[config.mk]
export PLATFORM = sky130hd
export DESIGN_NAME = pgtm_cfg
export DESIGN_NICKNAME = d
export VERILOG_FILES = /design/src/hw/rtl/pgtm_pkg.sv /design/src/hw/rtl/pgtm_cfg.sv
export SDC_FILE = /design/constraint.sdc
export NUM_CORES = 1
export LEC_CHECK = 0
export BUFFER_PORTS_ARGS = -buffer_cell sky130_fd_sc_hd__buf_2
export CAP_MARGIN = 10
export CORE_AREA = 2 2 73 75
export CTS_BUF_LIST = sky130_fd_sc_hd__clkbuf_16
export DETAILED_ROUTE_END_ITERATION = 16
export DIE_AREA = 0 0 75 77
export GPL_TIMING_DRIVEN = 0
export PLACE_DENSITY = 0.7
export RECOVER_POWER = 25
export SLEW_MARGIN = 5
export SYNTH_ARGS = -nofsm -noshare
export SYNTH_HDL_FRONTEND = slang
export SYNTH_SLANG_ARGS = --single-unit
[constraint.sdc]
create_clock -name clk -period 3.3 [get_ports clk]
set_clock_uncertainty 0.2 [all_clocks]
set_input_delay 0.165 -clock clk [delete_from_list [all_inputs] [get_ports clk]]
set_output_delay 0.165 -clock clk [all_outputs]
set_load 0.005 [all_outputs]
[src/hw/rtl/pgtm_pkg.sv]
// ----------------------------------------------------------------------------
// pgtm_pkg: shared types and constants for the packed GEMM tile MAC
// Command codes, register map, state encoding and controller/datapath links.
// ----------------------------------------------------------------------------
`default_nettype none

package pgtm_pkg;

  // Fixed field widths
  localparam int unsigned CMD_W   = 2;
  localparam int unsigned PIDX_W  = 7;   // packed store address
  localparam int unsigned LINE_W  = 3;   // row / column index
  localparam int unsigned SIZE_W  = 4;   // rows_in_use / cols_in_use
  localparam int unsigned DEPTH_W = 5;   // depth_in_use
  localparam int unsigned WORD_W  = 16;  // packed A/B word, Q8.8
  localparam int unsigned CVAL_W  = 32;  // C entry, Q16.16
  localparam int unsigned CIDX_W  = 2 * LINE_W;
  localparam int unsigned PACK_DEPTH = 2 ** PIDX_W;
  localparam int unsigned C_DEPTH    = 2 ** CIDX_W;
  localparam int unsigned FRAC_W  = 8;   // truncation after alpha scaling

  localparam int unsigned IN_DATA_W  = 48;
  localparam int unsigned OUT_DATA_W = 40;
  localparam int unsigned APB_ADDR_W = 5;
  localparam int unsigned APB_DATA_W = 32;

  // Commands carried in the input tuser
  localparam logic [CMD_W-1:0] CMD_LOAD_A  = 2'd0;
  localparam logic [CMD_W-1:0] CMD_LOAD_B  = 2'd1;
  localparam logic [CMD_W-1:0] CMD_LOAD_C  = 2'd2;
  localparam logic [CMD_W-1:0] CMD_COMPUTE = 2'd3;

  // Register indexes (byte address 4*index)
  localparam logic [2:0] REG_ROWS      = 3'd0;
  localparam logic [2:0] REG_COLS      = 3'd1;
  localparam logic [2:0] REG_DEPTH     = 3'd2;
  localparam logic [2:0] REG_ALPHA     = 3'd3;
  localparam logic [2:0] REG_OVERWRITE = 3'd4;

  typedef enum logic [4:0] {
    ST_IDLE  = 5'b00001,
    ST_MAC   = 5'b00010,
    ST_DRAIN = 5'b00100,
    ST_SCALE = 5'b01000,
    ST_SUM   = 5'b10000
  } pgtm_state_t;

  // Controller to datapath
  typedef struct packed {
    logic              load;      // load transfer accepted this cycle
    logic              issue;     // read A, B and C for one k step
    logic              clr_acc;   // first k step of an entry
    logic              scale_en;  // multiply sum by alpha
    logic              emit;      // write back C and fill output register
    logic              last;      // final entry of the tile
    logic [LINE_W-1:0] row;
    logic [LINE_W-1:0] col;
    logic [DEPTH_W-1:0] k;
  } pgtm_cmd_t;

  // Datapath to controller
  typedef struct packed {
    logic pipe_empty;
    logic out_free;
  } pgtm_stat_t;

endpackage

`default_nettype wire

[src/hw/rtl/pgtm_cfg.sv]
// ----------------------------------------------------------------------------
// pgtm_cfg: configuration register file
// APB-style write/read of the five tile registers and clamping of the sizes.
// ----------------------------------------------------------------------------
`default_nettype none

module pgtm_cfg #(
  parameter int unsigned MAX_ROWS  = 8,
  parameter int unsigned MAX_COLS  = 8,
  parameter int unsigned MAX_DEPTH = 16
) (
  input  wire logic                                 clk,
  input  wire logic                                 rst_n,
  input  wire logic                                 psel,
  input  wire logic                                 penable,
  input  wire logic                                 pwrite,
  input  wire logic [pgtm_pkg::APB_ADDR_W-1:0]      paddr,
  input  wire logic [pgtm_pkg::APB_DATA_W-1:0]      pwdata,
  output logic      [pgtm_pkg::APB_DATA_W-1:0]      prdata,
  output logic      [pgtm_pkg::SIZE_W-1:0]          bm,
  output logic      [pgtm_pkg::SIZE_W-1:0]          bn,
  output logic      [pgtm_pkg::DEPTH_W-1:0]         bk,
  output logic      [pgtm_pkg::WORD_W-1:0]          alpha,
  output logic                                      overwrite
);

  localparam int unsigned DEPTH_CAP =
    (MAX_DEPTH < (2 ** pgtm_pkg::DEPTH_W) - 1) ? MAX_DEPTH : (2 ** pgtm_pkg::DEPTH_W) - 1;

  logic [pgtm_pkg::SIZE_W-1:0]  rows_r;
  logic [pgtm_pkg::SIZE_W-1:0]  cols_r;
  logic [pgtm_pkg::DEPTH_W-1:0] depth_r;
  logic [pgtm_pkg::WORD_W-1:0]  alpha_r;
  logic                         overwrite_r;
  logic                         wr_en;
  logic [2:0]                   reg_idx;

  assign wr_en   = psel & penable & pwrite;
  assign reg_idx = paddr[4:2];

  always_ff @(posedge clk) begin
    if (!rst_n) begin
      rows_r      <= pgtm_pkg::SIZE_W'(8);
      cols_r      <= pgtm_pkg::SIZE_W'(8);
      depth_r     <= pgtm_pkg::DEPTH_W'(16);
      alpha_r     <= pgtm_pkg::WORD_W'(256);
      overwrite_r <= 1'b0;
    end else if (wr_en) begin
      case (reg_idx)
        pgtm_pkg::REG_ROWS:      rows_r      <= pwdata[pgtm_pkg::SIZE_W-1:0];
        pgtm_pkg::REG_COLS:      cols_r      <= pwdata[pgtm_pkg::SIZE_W-1:0];
        pgtm_pkg::REG_DEPTH:     depth_r     <= pwdata[pgtm_pkg::DEPTH_W-1:0];
        pgtm_pkg::REG_ALPHA:     alpha_r     <= pwdata[pgtm_pkg::WORD_W-1:0];
        pgtm_pkg::REG_OVERWRITE: overwrite_r <= pwdata[0];
        default: ;
      endcase
    end
  end

  always_comb begin
    case (reg_idx)
      pgtm_pkg::REG_ROWS:      prdata = pgtm_pkg::APB_DATA_W'(rows_r);
      pgtm_pkg::REG_COLS:      prdata = pgtm_pkg::APB_DATA_W'(cols_r);
      pgtm_pkg::REG_DEPTH:     prdata = pgtm_pkg::APB_DATA_W'(depth_r);
      pgtm_pkg::REG_ALPHA:     prdata = pgtm_pkg::APB_DATA_W'($signed(alpha_r));
      pgtm_pkg::REG_OVERWRITE: prdata = pgtm_pkg::APB_DATA_W'(overwrite_r);
      default:                 prdata = '0;
    endcase
  end

  // Zero reads as one, anything above the maximum reads as the maximum
  always_comb begin
    if (rows_r == '0) begin
      bm = pgtm_pkg::SIZE_W'(1);
    end else if (rows_r > pgtm_pkg::SIZE_W'(MAX_ROWS)) begin
      bm = pgtm_pkg::SIZE_W'(MAX_ROWS);
    end else begin
      bm = rows_r;
    end
    if (cols_r == '0) begin
      bn = pgtm_pkg::SIZE_W'(1);
    end else if (cols_r > pgtm_pkg::SIZE_W'(MAX_COLS)) begin
      bn = pgtm_pkg::SIZE_W'(MAX_COLS);
    end else begin
      bn = cols_r;
    end
    if (depth_r == '0) begin
      bk = pgtm_pkg::DEPTH_W'(1);
    end else if (depth_r > pgtm_pkg::DEPTH_W'(DEPTH_CAP)) begin
      bk = pgtm_pkg::DEPTH_W'(DEPTH_CAP);
    end else begin
      bk = depth_r;
    end
  end

  assign alpha     = alpha_r;
  assign overwrite = overwrite_r;

endmodule

`default_nettype wire

==> flow_summary.yaml <==
power_and_ir_drop:
  totalPowerFinal_mw: 0.9427
  power.net_switching_mw: 0.1881
  swShare_pct: 19.96
  static-leakage-power_nw: 1.251
  worst_ir_drop_vdd_mv: 0.2071
  share_clk_of_total_power_pct: 52.4
  comb_power_share_pct: 8.5
  internal-power_mw: 0.7545
  power_per_cell_area_nw_per_um2: 381.3
  sequentialPowerShare_pct: 39.1
sta:
  rsz0062_at_grt: "no"
  timing.final.crit_share_pct: 62.31
  report.final.setup_viol: 0
  finalSetupTns_ns: 0
  maxSlewViolCount: 0
  tightestPinTransition_ns: 0.5296
  timing.final.hold_violations: 0
  finalWorstSetupSlack_ns: 1.244
  maxClockFrequency_mhz: 486.3
  min_period_ns: 2.056
  slew-limit-headroom_pct: 64.69
setup_path:
  reg2reg_depth: 2
  crit_chain: "buf_2 -> buf_6 -> and3b_1 -> clkbuf_2 -> and2_1 -> buf_4 -> buf_2"
  cpMaxStageDelayCell: "sky130_fd_sc_hd__and2_1"
  cp_data_required_time_ns: 2.93
  end_kind: "output pin"
  reg2reg_setup_slack_ns: 2.34
  r2r_end: "depth_r[4]$_SDFFE_PN1P_"
  worst_path_largest_cell_delay_ns: 0.49
  worstPathMaxFanout: 17
  timing.critical_path.arrival_ns: 1.69
  path_common_cell: "sky130_fd_sc_hd__buf_2"
  r2r-start: "depth_r[4]$_SDFFE_PN1P_"
  timing_worst_setup_path_type: "in2out"
  crit_path_start_kind: "input pin"
detailed_routing:
  number_of_nets_still_failing_antenna_checks_after_routing: 0
  route.detailed.wl_per_inst_um: 12.38
  avgViaCountPerCell: 4.405
  num_vias: 1599
  drtPass1Iterations: 4
  drt_drc_violations_left: 0
  postRouteWirelength_um: 4495
  drt-initial-drc-count: 50
final_layout:
  post-route-cell-area_um2: 2472
  multi_input_area_um2: 888.4
  antenna-diode-count: 0
  fin_util_pct: 49.67
  area.growth.synth_to_final_pct: 46.05
  post_route_cells_drive_above_1_share_pct: 39.25
  register_area_um2: 600.6
  design.final.nets: 334
  fill_cells: 468
min_path:
  hold-path-cell-count: 3
  hold_path.class: "in2reg"
  min-delay-start: "pwdata[8]"
  worst_hold_path.endpoint: "alpha[8]$_SDFFE_PN1P_"
die:
  floorplan.die.height_um: 77
  die-width_um: 75
  floorplan.rows: 26
  die_area_um2: 5775
  initial_utilization_pct: 34.01
  coreArea_um2: 4977
  num_io_pins: 104
yosys:
  seq_area_frac_synth_pct: 35.48
  cells_after_synth: 190
  postSynthNetCount: 232
  yosys_warnings: 0
  synth.cell_area_um2: 1693
  ff_latch_count_synth: 30
  syn-mean-instance-area_um2: 8.910
  yosysUniqueCellTypes: 31
global_route:
  global_route.usage.total_pct: 16.75
  grt-ovfl-total: 0
  grt_first_pass_wirelength_um: 7438
  initial_antenna_violation_count: 0
  first_global_vias: 1560
  pin_count_of_the_biggest_net_entering_global_routing: 18
clock_network:
  ctsRootBufferMaster: "sky130_fd_sc_hd__clkbuf_16"
  worstSkewPairLatency_ns: 0.27
  cts_inserted_buffers: 5
  htree_num_levels: 2
  tritoncts: "done"
  post-cts-setup-buffer-count: 0
  worst_setup_hold_path_clk_slew_ns: 0.05
  numClockSinks: 30
  cts.path.max_buffers: 2
outcome:
  status: "finished clean"
placement:
  worst_slack_placed_ns: 1.189
  dp.final_hpwl_um: 3380
  dpl_cell_area_um2: 2196
  io_buffer_count: 83
  final_weighted_congestion_in_routability_driven_placement: 0.7462
job:
  maxCapViolations: 0
## through the flow
step | std cells | hold WS [ns]
detailed placement | 343 | 0.2224
global placement | 343 | 0.2152
CTS | 363 | 0.003499
finish | 363 | 0.005513
global route | 363 | 0.01260
floorplan | 190 | 0.1071
## power by group through the flow
| stage | logic [mW] | registers, mW | clock network, mW |
|---|---|---|---|
| 2_1_floorplan | 0.0398 | 0.375 | 0 |
| 3_3_place_gp | 0.0686 | 0.375 | 0 |
| 3_5_place_dp | 0.0692 | 0.376 | 0 |
| 4_1_cts | 0.0807 | 0.368 | 0.500 |
| 5_1_grt | 0.0879 | 0.368 | 0.520 |
| 6_report | 0.0799 | 0.369 | 0.494 |
## cells in the final DEF, fill, tap and decap left out, types with 2 or more instances in the layout
cell and instances:
sky130_fd_sc_hd__clkbuf_1 12, sky130_fd_sc_hd__dfxtp_1 30, sky130_fd_sc_hd__mux4_2 3, sky130_fd_sc_hd__and2_1 11, sky130_fd_sc_hd__buf_4 17, sky130_fd_sc_hd__buf_6 2, sky130_fd_sc_hd__nor2_1 9, sky130_fd_sc_hd__clkbuf_16 5
sky130_fd_sc_hd__nand2_1 44, sky130_fd_sc_hd__buf_2 81, sky130_fd_sc_hd__inv_1 4, sky130_fd_sc_hd__nor3_1 2, sky130_fd_sc_hd__mux2i_1 29, sky130_fd_sc_hd__dlygate4sd3_1 12, sky130_fd_sc_hd__nor2b_1 13
## routing by layer
metal | share of wire [%] | track usage (%) | vias to the layer above | wire length [um]
met5 | 0 | 0 | - | 0
met4 | 2.5 | 6.607 | 0 | 114
met3 | 5.1 | 4.599 | 9 | 229
met2 | 51 | 28.25 | 44 | 2276
met1 | 42 | 19.58 | 732 | 1875
li1 | - | - | 814 | -
## worst max-delay path: cells and delay by family
kind | cells | cell delay, ns
buffers and inverters | 5 | 0.84
AND/OR/NAND/NOR | 2 | 0.67
## area by class of cell
cell class                 count  share of cell area (%)
clock buffer                   5                   5.061
timing repair buffer          95                   21.46
clock inverter                 3                   1.518
tap                           70                   3.543
sequential                    30                   24.29
multi-input combinational    128                   35.93
inverter                       2                  0.3036
buffer                        30                   7.895
## cells by family (layout without fill, tap and decap cells)
family	count (synthesis)	after routing	share of synthesized area, %
compound gates	6	6	2.513
flops	30	30	35.48
mux	33	33	22.02
buf+inv	32	135	12.05
simple gates	89	89	27.94
## state kept, by name, summed over array words and instances (netlist names)
register	count
alpha	16
cols_r	4
rows_r	4
depth_r	5
overwrite	1
## worst max-delay path by stage
stage	slack (ns)	end	from
after floorplan	1.56	prdata[16]	paddr[2]
after CTS	1.19	prdata[19]	paddr[2]
after global routing	1.06	prdata[24]	paddr[2]
after detailed placement	1.19	prdata[19]	paddr[2]
final	1.24	prdata[29]	paddr[2]
after global placement	1.25	prdata[23]	paddr[2]
## synth_stat cells
cell type,n,area [um2]
sky130_fd_sc_hd__buf_6,2,22.52
sky130_fd_sc_hd__o211ai_1,1,7.510
sky130_fd_sc_hd__and4b_1,1,10.01
sky130_fd_sc_hd__nand4_1,1,6.260
sky130_fd_sc_hd__buf_2,3,15.01
sky130_fd_sc_hd__nand3b_2,1,11.26
sky130_fd_sc_hd__nand4b_1,1,8.760
sky130_fd_sc_hd__nor2_1,9,33.78
sky130_fd_sc_hd__dfxtp_1,30,600.6
sky130_fd_sc_hd__nor3b_1,1,7.510
sky130_fd_sc_hd__o22ai_1,1,6.260
sky130_fd_sc_hd__inv_1,2,7.510
sky130_fd_sc_hd__mux2i_1,29,290.3
sky130_fd_sc_hd__clkbuf_1,7,26.28
sky130_fd_sc_hd__nand4b_4,1,23.77
sky130_fd_sc_hd__o311ai_0,1,8.760
sky130_fd_sc_hd__o21ai_0,1,5.000
sky130_fd_sc_hd__mux4_2,3,67.56
sky130_fd_sc_hd__buf_4,17,127.6
sky130_fd_sc_hd__mux2_4,1,15.01
sky130_fd_sc_hd__nand3b_1,1,7.510
sky130_fd_sc_hd__clkbuf_2,1,5.000
sky130_fd_sc_hd__nor3b_4,1,18.77
sky130_fd_sc_hd__nor2b_1,13,81.33
sky130_fd_sc_hd__and2_1,11,68.82
sky130_fd_sc_hd__nor2_4,1,11.26
sky130_fd_sc_hd__and3b_1,1,8.760
sky130_fd_sc_hd__nor3_1,2,10.01
sky130_fd_sc_hd__o21a_1,1,7.510
sky130_fd_sc_hd__nand2_1,44,165.2
sky130_fd_sc_hd__a22oi_1,1,7.510
## timing repair
action,CTS,global route
resized for setup,0,0
hold buffers,12,0
hold endpoints to repair,13,0
Note: power is estimated with default switching activity, not from simulation.
