`src/hw/rtl/pgtm_pkg.sv`:
```
// ----------------------------------------------------------------------------
// pgtm_pkg: shared types and constants for the packed GEMM tile MAC
// Command codes, register map, state encoding and controller/datapath links.
// ----------------------------------------------------------------------------
`default_nettype none

package pgtm_pkg;

  // Fixed field widths
  localparam int unsigned CMD_W   = 2;
  localparam int unsigned PIDX_W  = 7;   // packed store address
  localparam int unsigned LINE_W  = 3;   // row / column index
  localparam int unsigned SIZE_W  = 4;   // rows_in_use / cols_in_use
  localparam int unsigned DEPTH_W = 5;   // depth_in_use
  localparam int unsigned WORD_W  = 16;  // packed A/B word, Q8.8
  localparam int unsigned CVAL_W  = 32;  // C entry, Q16.16
  localparam int unsigned CIDX_W  = 2 * LINE_W;
  localparam int unsigned PACK_DEPTH = 2 ** PIDX_W;
  localparam int unsigned C_DEPTH    = 2 ** CIDX_W;
  localparam int unsigned FRAC_W  = 8;   // truncation after alpha scaling

  localparam int unsigned IN_DATA_W  = 48;
  localparam int unsigned OUT_DATA_W = 40;
  localparam int unsigned APB_ADDR_W = 5;
  localparam int unsigned APB_DATA_W = 32;

  // Commands carried in the input tuser
  localparam logic [CMD_W-1:0] CMD_LOAD_A  = 2'd0;
  localparam logic [CMD_W-1:0] CMD_LOAD_B  = 2'd1;
  localparam logic [CMD_W-1:0] CMD_LOAD_C  = 2'd2;
  localparam logic [CMD_W-1:0] CMD_COMPUTE = 2'd3;

  // Register indexes (byte address 4*index)
  localparam logic [2:0] REG_ROWS      = 3'd0;
  localparam logic [2:0] REG_COLS      = 3'd1;
  localparam logic [2:0] REG_DEPTH     = 3'd2;
  localparam logic [2:0] REG_ALPHA     = 3'd3;
  localparam logic [2:0] REG_OVERWRITE = 3'd4;

  typedef enum logic [4:0] {
    ST_IDLE  = 5'b00001,
    ST_MAC   = 5'b00010,
    ST_DRAIN = 5'b00100,
    ST_SCALE = 5'b01000,
    ST_SUM   = 5'b10000
  } pgtm_state_t;

  // Controller to datapath
  typedef struct packed {
    logic              load;      // load transfer accepted this cycle
    logic              issue;     // read A, B and C for one k step
    logic              clr_acc;   // first k step of an entry
    logic              scale_en;  // multiply sum by alpha
    logic              emit;      // write back C and fill output register
    logic              last;      // final entry of the tile
    logic [LINE_W-1:0] row;
    logic [LINE_W-1:0] col;
    logic [DEPTH_W-1:0] k;
  } pgtm_cmd_t;

  // Datapath to controller
  typedef struct packed {
    logic pipe_empty;
    logic out_free;
  } pgtm_stat_t;

endpackage

`default_nettype wire

```
`src/hw/rtl/pgtm_ctrl.sv`:
```
// ----------------------------------------------------------------------------
// pgtm_ctrl: tile sequencer
// Walks columns, rows and the inner dimension and steers the datapath.
// ----------------------------------------------------------------------------
`default_nettype none

module pgtm_ctrl (
  input  wire logic                               clk,
  input  wire logic                               rst_n,
  input  wire logic                               in_valid,
  input  wire logic [pgtm_pkg::CMD_W-1:0]         in_cmd,
  output logic                                    in_ready,
  input  wire logic [pgtm_pkg::SIZE_W-1:0]        bm,
  input  wire logic [pgtm_pkg::SIZE_W-1:0]        bn,
  input  wire logic [pgtm_pkg::DEPTH_W-1:0]       bk,
  input  wire pgtm_pkg::pgtm_stat_t               stat,
  output pgtm_pkg::pgtm_cmd_t                     cmd
);

  pgtm_pkg::pgtm_state_t              state_r, state_nxt;
  logic [pgtm_pkg::LINE_W-1:0]        row_r, row_nxt;
  logic [pgtm_pkg::LINE_W-1:0]        col_r, col_nxt;
  logic [pgtm_pkg::DEPTH_W-1:0]       k_r, k_nxt;
  logic                               accept;
  logic                               row_end;
  logic                               col_end;

  assign in_ready = (state_r == pgtm_pkg::ST_IDLE);
  assign accept   = in_valid & in_ready;
  assign row_end  = ({1'b0, row_r} == bm - pgtm_pkg::SIZE_W'(1));
  assign col_end  = ({1'b0, col_r} == bn - pgtm_pkg::SIZE_W'(1));

  always_comb begin
    state_nxt    = state_r;
    row_nxt      = row_r;
    col_nxt      = col_r;
    k_nxt        = k_r;
    cmd          = '0;
    cmd.row      = row_r;
    cmd.col      = col_r;
    cmd.k        = k_r;
    cmd.last     = row_end & col_end;
    cmd.load     = accept & (in_cmd != pgtm_pkg::CMD_COMPUTE);
    case (state_r)
      pgtm_pkg::ST_IDLE: begin
        if (accept && in_cmd == pgtm_pkg::CMD_COMPUTE) begin
          row_nxt   = '0;
          col_nxt   = '0;
          k_nxt     = '0;
          state_nxt = pgtm_pkg::ST_MAC;
        end
      end
      pgtm_pkg::ST_MAC: begin
        cmd.issue   = 1'b1;
        cmd.clr_acc = (k_r == '0);
        if (k_r == bk - pgtm_pkg::DEPTH_W'(1)) begin
          k_nxt     = '0;
          state_nxt = pgtm_pkg::ST_DRAIN;
        end else begin
          k_nxt = k_r + pgtm_pkg::DEPTH_W'(1);
        end
      end
      pgtm_pkg::ST_DRAIN: begin
        if (stat.pipe_empty) begin
          state_nxt = pgtm_pkg::ST_SCALE;
        end
      end
      pgtm_pkg::ST_SCALE: begin
        cmd.scale_en = 1'b1;
        state_nxt    = pgtm_pkg::ST_SUM;
      end
      pgtm_pkg::ST_SUM: begin
        // Hold until the output register can take the entry
        if (stat.out_free) begin
          cmd.emit = 1'b1;
          if (row_end && col_end) begin
            state_nxt = pgtm_pkg::ST_IDLE;
          end else begin
            state_nxt = pgtm_pkg::ST_MAC;
            if (row_end) begin
              row_nxt = '0;
              col_nxt = col_r + pgtm_pkg::LINE_W'(1);
            end else begin
              row_nxt = row_r + pgtm_pkg::LINE_W'(1);
            end
          end
        end
      end
      default: begin
        state_nxt = pgtm_pkg::ST_IDLE;
      end
    endcase
  end

  always_ff @(posedge clk) begin
    if (!rst_n) begin
      state_r <= pgtm_pkg::ST_IDLE;
      row_r   <= '0;
      col_r   <= '0;
      k_r     <= '0;
    end else begin
      state_r <= state_nxt;
      row_r   <= row_nxt;
      col_r   <= col_nxt;
      k_r     <= k_nxt;
    end
  end

endmodule

`default_nettype wire

```
`config.mk`:
```
export PLATFORM = sky130hd
export DESIGN_NAME = pgtm_ctrl
export DESIGN_NICKNAME = d
export VERILOG_FILES = /design/src/hw/rtl/pgtm_pkg.sv /design/src/hw/rtl/pgtm_ctrl.sv
export SDC_FILE = /design/constraint.sdc
export NUM_CORES = 1
export LEC_CHECK = 0
export BUFFER_PORTS_ARGS = -buffer_cell sky130_fd_sc_hd__buf_2
export CAP_MARGIN = 0
export CORE_MARGIN = 3
export CORE_UTILIZATION = 45
export CTS_BUF_LIST = sky130_fd_sc_hd__clkbuf_2 sky130_fd_sc_hd__clkbuf_4 sky130_fd_sc_hd__clkbuf_8
export CTS_CLUSTER_DIAMETER = 150
export DETAILED_ROUTE_END_ITERATION = 10
export PLACE_DENSITY = 0.77
export SYNTH_ARGS = -nofsm -noshare
export SYNTH_HDL_FRONTEND = slang
export SYNTH_SLANG_ARGS = --single-unit
```
`constraint.sdc`:
```
create_clock -name clk -period 3.2 [get_ports clk]
set_input_delay 0.96 -clock clk [delete_from_list [all_inputs] [get_ports clk]]
set_output_delay 0.96 -clock clk [all_outputs]
set_load 0.01 [all_outputs]
```
==> flow_metrics.env, run 1 <==
export IMPL_status="finished clean"
export IMPL_num_io_pins=38
export IMPL_crit_path_start_kind="input port"
export IMPL_finalPower_uw=428
export IMPL_critPathCaptureType="output pin"
export IMPL_dieHeight_um=58.5
export IMPL_die_w_um=58.5
export IMPL_final_util=0.614
export IMPL_post_synth_top_area_cell="dfxtp_1"
export IMPL_drt_pass1_iter_count=4
export IMPL_grt_pass1_wl_um=5040
export IMPL_antenna_found_initial=0
export IMPL_min_period_ps=3140
export IMPL_endpoint="cmd[11]"
export IMPL_dr_first_iter_drc_count=43
export IMPL_hold_viol=0
export IMPL_synthArstFlopShare=0
export IMPL_p_leak_nw=0.749
export IMPL_rr_worst_depth=8
export IMPL_critPathKind="input port to output pin"
export IMPL_yosysTopAreaCellShare=0.258
export IMPL_syn_nets=175
export IMPL_cts_tree="yes"
export IMPL_fill_cells=228
export IMPL_wl_per_cell_um=13.7
export IMPL_rrSetupSlack_ps=1160
export IMPL_worstReg2RegStart="col_r[2]"
export IMPL_slew_headroom=0.655
export IMPL_final_common_cell="buf_2"
export IMPL_worstSetupStartpoint="bn[1]"
export IMPL_clk_latency_ps=290
export IMPL_drive_gt1_frac=0.314
export IMPL_layout_common_cells="buf_2, dfxtp_1, nor2_1, inv_1, nand2_1"
export IMPL_finClkSkew_ps=6.73
export IMPL_track_usage=0.183
export IMPL_diodes=0
export IMPL_slowest_delay_ps=400
export IMPL_p_per_area_nw_per_um2=274
export IMPL_coreArea_sq_um=2540
export IMPL_grt_ovfl_total=0
export IMPL_synth_area_top_cells="dfxtp_1, ha_1, xnor2_1"
export IMPL_syn_area_sq_um=1240
export IMPL_synthCells=148
export IMPL_htreeDepth=1
export IMPL_ant_nets=0
export IMPL_worstPathRequired_ps=2240
export IMPL_viasPerCell=5.64
export IMPL_ys_flop_type="dfxtp_1"
export IMPL_yosysSeqAreaShare=0.258
export IMPL_cts_root_buf="clkbuf_4"
export IMPL_numPortBuffers=37
export IMPL_rows=18
export IMPL_hold_path_class="flop to flop"
export IMPL_numCtsBuffers=3
export IMPL_fin_crit_sh=0.982
export IMPL_setup_viol=0
export IMPL_cp_max_fo=3
export IMPL_drc=0
export IMPL_path_cells="buf_6, inv_1, ha_4, xor2_2, or3_1, nand2_1, nand2_2, nor2_4, buf_6"
export IMPL_yosys_register_bits=16
export IMPL_fmax_ghz=0.318
export IMPL_arrival_ps=2180
export IMPL_synth_warnings=0
export IMPL_synth_avg_cell_area_sq_um=8.38
export IMPL_synth_edf_count=0
export IMPL_wl_um=2980
export IMPL_cap_violations=0
export IMPL_cp_common_cell="buf_6"
export IMPL_die_area_sq_um=3420
export IMPL_nNetsFinal=216
export IMPL_maxSlewViolCount=0
export IMPL_clk_pin_slew_worst_paths_ps=100
export IMPL_hpwl_um=2360
export IMPL_grt_pass1_vias=1161
export IMPL_regToRegEndpoint="col_r[1]"
export IMPL_initial_utilization=0.487
export IMPL_tightestPinTransition_ps=514
export IMPL_vias=1229
export IMPL_syn2layout_area_growth_pct=25.9
export IMPL_place_congestion=0.811
export IMPL_grt_max_degree=12
export IMPL_ctsLongestPathBuffers=2
export IMPL_cpMaxStageDelayCell="or3_1"
export IMPL_synth_cell_types=46
export IMPL_peakVddDrop_mv=0.193
export IMPL_cts_sinks=16
==> final cells by class <==
class / count / area [sq um] / area share
Multi-Input combinational cell: 115 / 895 / 0.573
Sequential cell: 16 / 320 / 0.205
Timing Repair Buffer: 41 / 228 / 0.146
Inverter: 12 / 45.0 / 0.0288
Tap cell: 30 / 37.5 / 0.0240
Clock buffer: 4 / 36.3 / 0.0232
==> critical path: cells and delay by family <==
family,cells,cell delay [ps]
XOR/XNOR,1,140
AND/OR/NAND/NOR,4,670
adder cells (fa/ha/maj),1,160
buffers and inverters,3,250
==> how the worst min path moves through the flow <==
stage                       from      to  slack (ps)  cells past startpoint
after CTS                 k_r[1]  k_r[1]         570                      2
after global placement    k_r[1]  k_r[1]         540                      2
after floorplan           k_r[1]  k_r[1]         540                      2
final                     k_r[1]  k_r[1]         560                      2
after detailed placement  k_r[1]  k_r[1]         560                      2
after global routing      k_r[1]  k_r[1]         600                      2
==> cells in the mapped netlist, types with 3 or more instances <==
| cell | instances |
|---|---|
| and3b_1 | 3 |
| nand3_1 | 4 |
| nand2_1 | 12 |
| and3_1 | 4 |
| mux2i_1 | 5 |
| inv_1 | 12 |
| xor2_1 | 7 |
| nor2_1 | 15 |
| ha_1 | 7 |
| nor3_1 | 7 |
| dfxtp_1 | 16 |
| a21oi_1 | 5 |
| xnor2_1 | 9 |
| and2_1 | 3 |
==> cell families (layout without fill, tap and decap cells) <==
| kind of cell | Yosys count | after routing | share of synthesized area |
|---|---|---|---|
| and+or+nand+nor | 56 | 56 | 0.242 |
| muxes | 5 | 5 | 0.0404 |
| DFF | 16 | 16 | 0.258 |
| xor gates and xnor gates | 16 | 16 | 0.113 |
| buffers and inverters | 17 | 57 | 0.0565 |
| adders and majority gates | 7 | 7 | 0.0706 |
| AOI/OAI and AO/OA | 31 | 31 | 0.219 |
==> routing by layer <==
metal  track usage  part of all wire
met1         0.242              0.44
met2         0.314              0.50
met3        0.0219             0.053
met4        0.0464            0.0030
met5             0                 0
==> state kept, by name, summed over array words and instances (netlist names) <==
register and flops:
col_r 3, row_r 3, state_r 5, k_r 5
==> stage by stage <==
| stage | setup WS [ps] | hold slack, ps | instance area (sq um) | instances | setup TNS, ps |
|---|---|---|---|---|---|
| after floorplan | 253 | 537 | 1240 | 148 | 0 |
| after global placement | 64.5 | 538 | 1460 | 213 | 0 |
| after detailed placement | 8.51 | 559 | 1460 | 213 | 0 |
| after CTS | 5.46 | 572 | 1500 | 217 | 0 |
| after global routing | -26.1 | 596 | 1560 | 218 | -26.1 |
| final | 57.6 | 562 | 1560 | 218 | 0 |
==> power by group <==
part	total, mW	internal [mW]	switching (mW)
logic	0.0901	0.0410	0.0491
registers	0.203	0.201	0.00248
clock network	0.135	0.0692	0.0658
==> what timing repair did <==
item                                    in CTS  in global routing
buffers inserted                             0                  1
endpoints found under the setup margin       0                  1
gates resized for setup                      0                 12
hold buffers                                 0                  0
(Power assumes the default switching activity.)
==> run 2: changes to the inputs <==
--- a/config.mk
+++ b/config.mk
@@ -5,9 +5,10 @@
 export SDC_FILE = /design/constraint.sdc
 export NUM_CORES = 1
 export LEC_CHECK = 0
+export ABC_AREA = 1
 export BUFFER_PORTS_ARGS = -buffer_cell sky130_fd_sc_hd__buf_2
 export CAP_MARGIN = 0
-export CORE_MARGIN = 3
+export CORE_MARGIN = 1
 export CORE_UTILIZATION = 45
 export CTS_BUF_LIST = sky130_fd_sc_hd__clkbuf_2 sky130_fd_sc_hd__clkbuf_4 sky130_fd_sc_hd__clkbuf_8
 export CTS_CLUSTER_DIAMETER = 150
==> flow_metrics.env, run 2 <==
export IMPL_rrSetupSlack_ps=1700
export IMPL_syn_nets=236
export IMPL_antenna_found_initial=0
export IMPL_clk_pin_slew_worst_paths_ps=80
export IMPL_ant_nets=0
export IMPL_grt_ovfl_total=0
export IMPL_num_io_pins=38
export IMPL_synth_compound_area_frac=0.0671
export IMPL_multi_input_area_sq_um=837
export IMPL_fill_cells=288
export IMPL_final_common_cell="nand2_1"
export IMPL_cts_tree="yes"
export IMPL_hpwl_um=2130
export IMPL_layout_common_cells="nand2_1, buf_2, inv_1, nand3_1, nor2_1"
export IMPL_synth_xor_area_share=0.0537
export IMPL_finalPower_uw=670
export IMPL_hold_path_class="flop to flop"
export IMPL_path_cells="buf_2, inv_2, ha_1, nand2_1, inv_1, nor2_1, nand3_1, nor4_2, buf_2"
export IMPL_dr_first_iter_drc_count=82
export IMPL_clockPowerShare=0.153
export IMPL_hold_viol=0
export IMPL_regArea_sq_um=320
export IMPL_p_int_uw=389
export IMPL_drt_pass1_iter_count=4
export IMPL_setup_viol=0
export IMPL_cp_common_cell="buf_2"
export IMPL_yosys_register_bits=16
export IMPL_yosysSeqAreaShare=0.245
export IMPL_synth_cell_types=29
export IMPL_synth_top_family_by_area="simple AND/OR/NAND/NOR gates"
export IMPL_dieHeight_um=55.9
export IMPL_reg_top3="k_r: 5 flops, state_r: 5 flops"
export IMPL_worstPathRequired_ps=2240
export IMPL_arrival_ps=2130
export IMPL_clk_latency_ps=280
export IMPL_numPortBuffers=37
export IMPL_vias=1364
export IMPL_syn2layout_area_growth_pct=19.1
export IMPL_maxSlewViolCount=0
export IMPL_cpMaxStageDelayCell="ha_1"
export IMPL_synth_most_common_cell="nand2_1"
export IMPL_status="finished clean"
export IMPL_critPathKind="input port to output pin"
export IMPL_drc=0
export IMPL_whs_path_depth=2
export IMPL_grt_pass1_wl_um=4640
export IMPL_p_per_area_nw_per_um2=431
export IMPL_worstReg2RegStart="row_r[0]"
export IMPL_slew_headroom=0.744
export IMPL_rsz0062_at_grt="no"
export IMPL_die_w_um=55.9
export IMPL_min_period_ps=3090
export IMPL_finClkSkew_ps=0.944
export IMPL_p_leak_nw=0.835
export IMPL_initial_utilization=0.473
export IMPL_synthArstFlopShare=0
export IMPL_postCtsHoldBufs=0
export IMPL_rr_worst_depth=11
export IMPL_p_sw_frac=0.420
export IMPL_numCtsBuffers=3
export IMPL_p_switching_uw=281
export IMPL_post_synth_top_area_cell="dfxtp_1"
export IMPL_cts_root_buf="clkbuf_4"
export IMPL_syn_area_sq_um=1310
export IMPL_hold_ws_ps=516
export IMPL_htreeDepth=1
export IMPL_synth_fa_ha_area_frac=0.0671
export IMPL_p_comb_frac=0.479
export IMPL_viasPerCell=4.89
export IMPL_ys_flop_type="dfxtp_1"
export IMPL_synth_avg_cell_area_sq_um=6.24
export IMPL_cp_max_fo=4
export IMPL_synth_common_cells="nand2_1, inv_1, nand3_1"
export IMPL_synthCells=209
export IMPL_grt_max_degree=11
export IMPL_nNetsFinal=277
export IMPL_diodes=0
export IMPL_wl_um=2650
export IMPL_setup_tns_ps=0
export IMPL_cap_violations=0
export IMPL_grt_pass1_vias=1196
export IMPL_peakVddDrop_mv=0.290
export IMPL_yosysTopAreaCellShare=0.245
export IMPL_worstSetupStartpoint="bm[0]"
export IMPL_synth_area_top_cells="dfxtp_1, nand2_1, nand3_1"
export IMPL_synth_warnings=0
export IMPL_fin_crit_sh=0.966
export IMPL_track_usage=0.182
export IMPL_place_congestion=0.836
export IMPL_crit_path_start_kind="input port"
export IMPL_drive_gt1_frac=0.250
export IMPL_ctsLongestPathBuffers=2
export IMPL_cts_sinks=16
export IMPL_synth_edf_count=0
export IMPL_die_area_sq_um=3120
export IMPL_synthMuxAreaShare=0
export IMPL_critPathCaptureType="output pin"
export IMPL_slowest_delay_ps=290
export IMPL_power_frac_seq=0.368
export IMPL_regToRegEndpoint="col_r[1]"
export IMPL_fmax_ghz=0.324
export IMPL_tightestPinTransition_ps=383
export IMPL_endpoint="cmd[11]"
export IMPL_yosys_area_share_simple=0.449
export IMPL_wl_per_cell_um=9.50
export IMPL_cts_setup_buffers=0
export IMPL_rows=19
export IMPL_coreArea_sq_um=2760
==> run 2: cell count changes after synthesis, moves of 4 or more <==
cell	before	now
nand2_2	0	5
nand2_1	12	48
nor3_1	7	3
inv_1	12	33
nor2_1	15	24
inv_2	0	4
xnor2_1	9	4
nand3_1	4	25
a21oi_1	5	12
mux2i_1	5	0
==> run 2: worst max-delay path: cells and delay by family <==
| kind | cells | cell delay (ps) |
|---|---|---|
| and+or+nand+nor | 4 | 530 |
| buffers and inverters | 4 | 330 |
| adders and majority gates | 1 | 290 |
==> run 2: cell families (layout without fill, tap and decap cells) <==
kind of cell	count (synthesis)	in the layout
buf+inv	40	79
flops	16	16
simple gates	121	121
xor+xnor	8	8
fa+ha+maj	7	7
compound gates	17	17
==> run 2: stage by stage <==
| step | instance area (sq um) | util | cells | setup slack [ps] |
|---|---|---|---|---|
| 3_5_place_dp | 1530 | 0.553 | 276 | 124 |
| 4_1_cts | 1550 | 0.561 | 279 | 112 |
| 5_1_grt | 1550 | 0.564 | 279 | 32.9 |
| 3_3_place_gp | 1530 | 0.553 | 276 | 109 |
| 6_report | 1550 | 0.564 | 279 | 110 |
| 2_1_floorplan | 1310 | - | 209 | 227 |
==> run 2: routing by layer <==
metal,GRT usage,vias to the layer above,wire length (um),part of all wire
li1,-,739,-,-
met5,0,-,0,0
met2,0.324,39,1180,0.45
met4,0.0627,0,40,0.015
met3,0.0233,5,151,0.057
met1,0.227,581,1280,0.48
==> run 2: cell type report <==
class,instances,area share
timing repair buffer,38,0.124
tap,31,0.0250
clock buffer,3,0.0145
multi-input combinational,153,0.539
inverter,38,0.0918
sequential,16,0.206
==> run 2: power groups by stage <==
stage / sequential [mW] / clock (mW) / combinational (mW)
floorplan: 0.253 / 0 / 0.232
global placement: 0.251 / 0 / 0.312
detailed placement: 0.251 / 0 / 0.316
CTS: 0.247 / 0.106 / 0.321
global route: 0.249 / 0.117 / 0.366
finish: 0.247 / 0.102 / 0.321
==> run 2: how the worst min path moves through the flow <==
| stage | startpoint | end | slack [ps] |
|---|---|---|---|
| after CTS | row_r[1] | row_r[1] | 520 |
| after global routing | row_r[1] | row_r[1] | 560 |
| final | row_r[1] | row_r[1] | 520 |
| after detailed placement | row_r[1] | row_r[1] | 510 |
| after floorplan | row_r[1] | row_r[1] | 520 |
| after global placement | row_r[2] | row_r[2] | 510 |
==> run 2: what timing repair did <==
action                                  CTS  global route
gates resized for setup                   0             1
hold endpoints to repair                  0             0
endpoints found under the setup margin    0             1
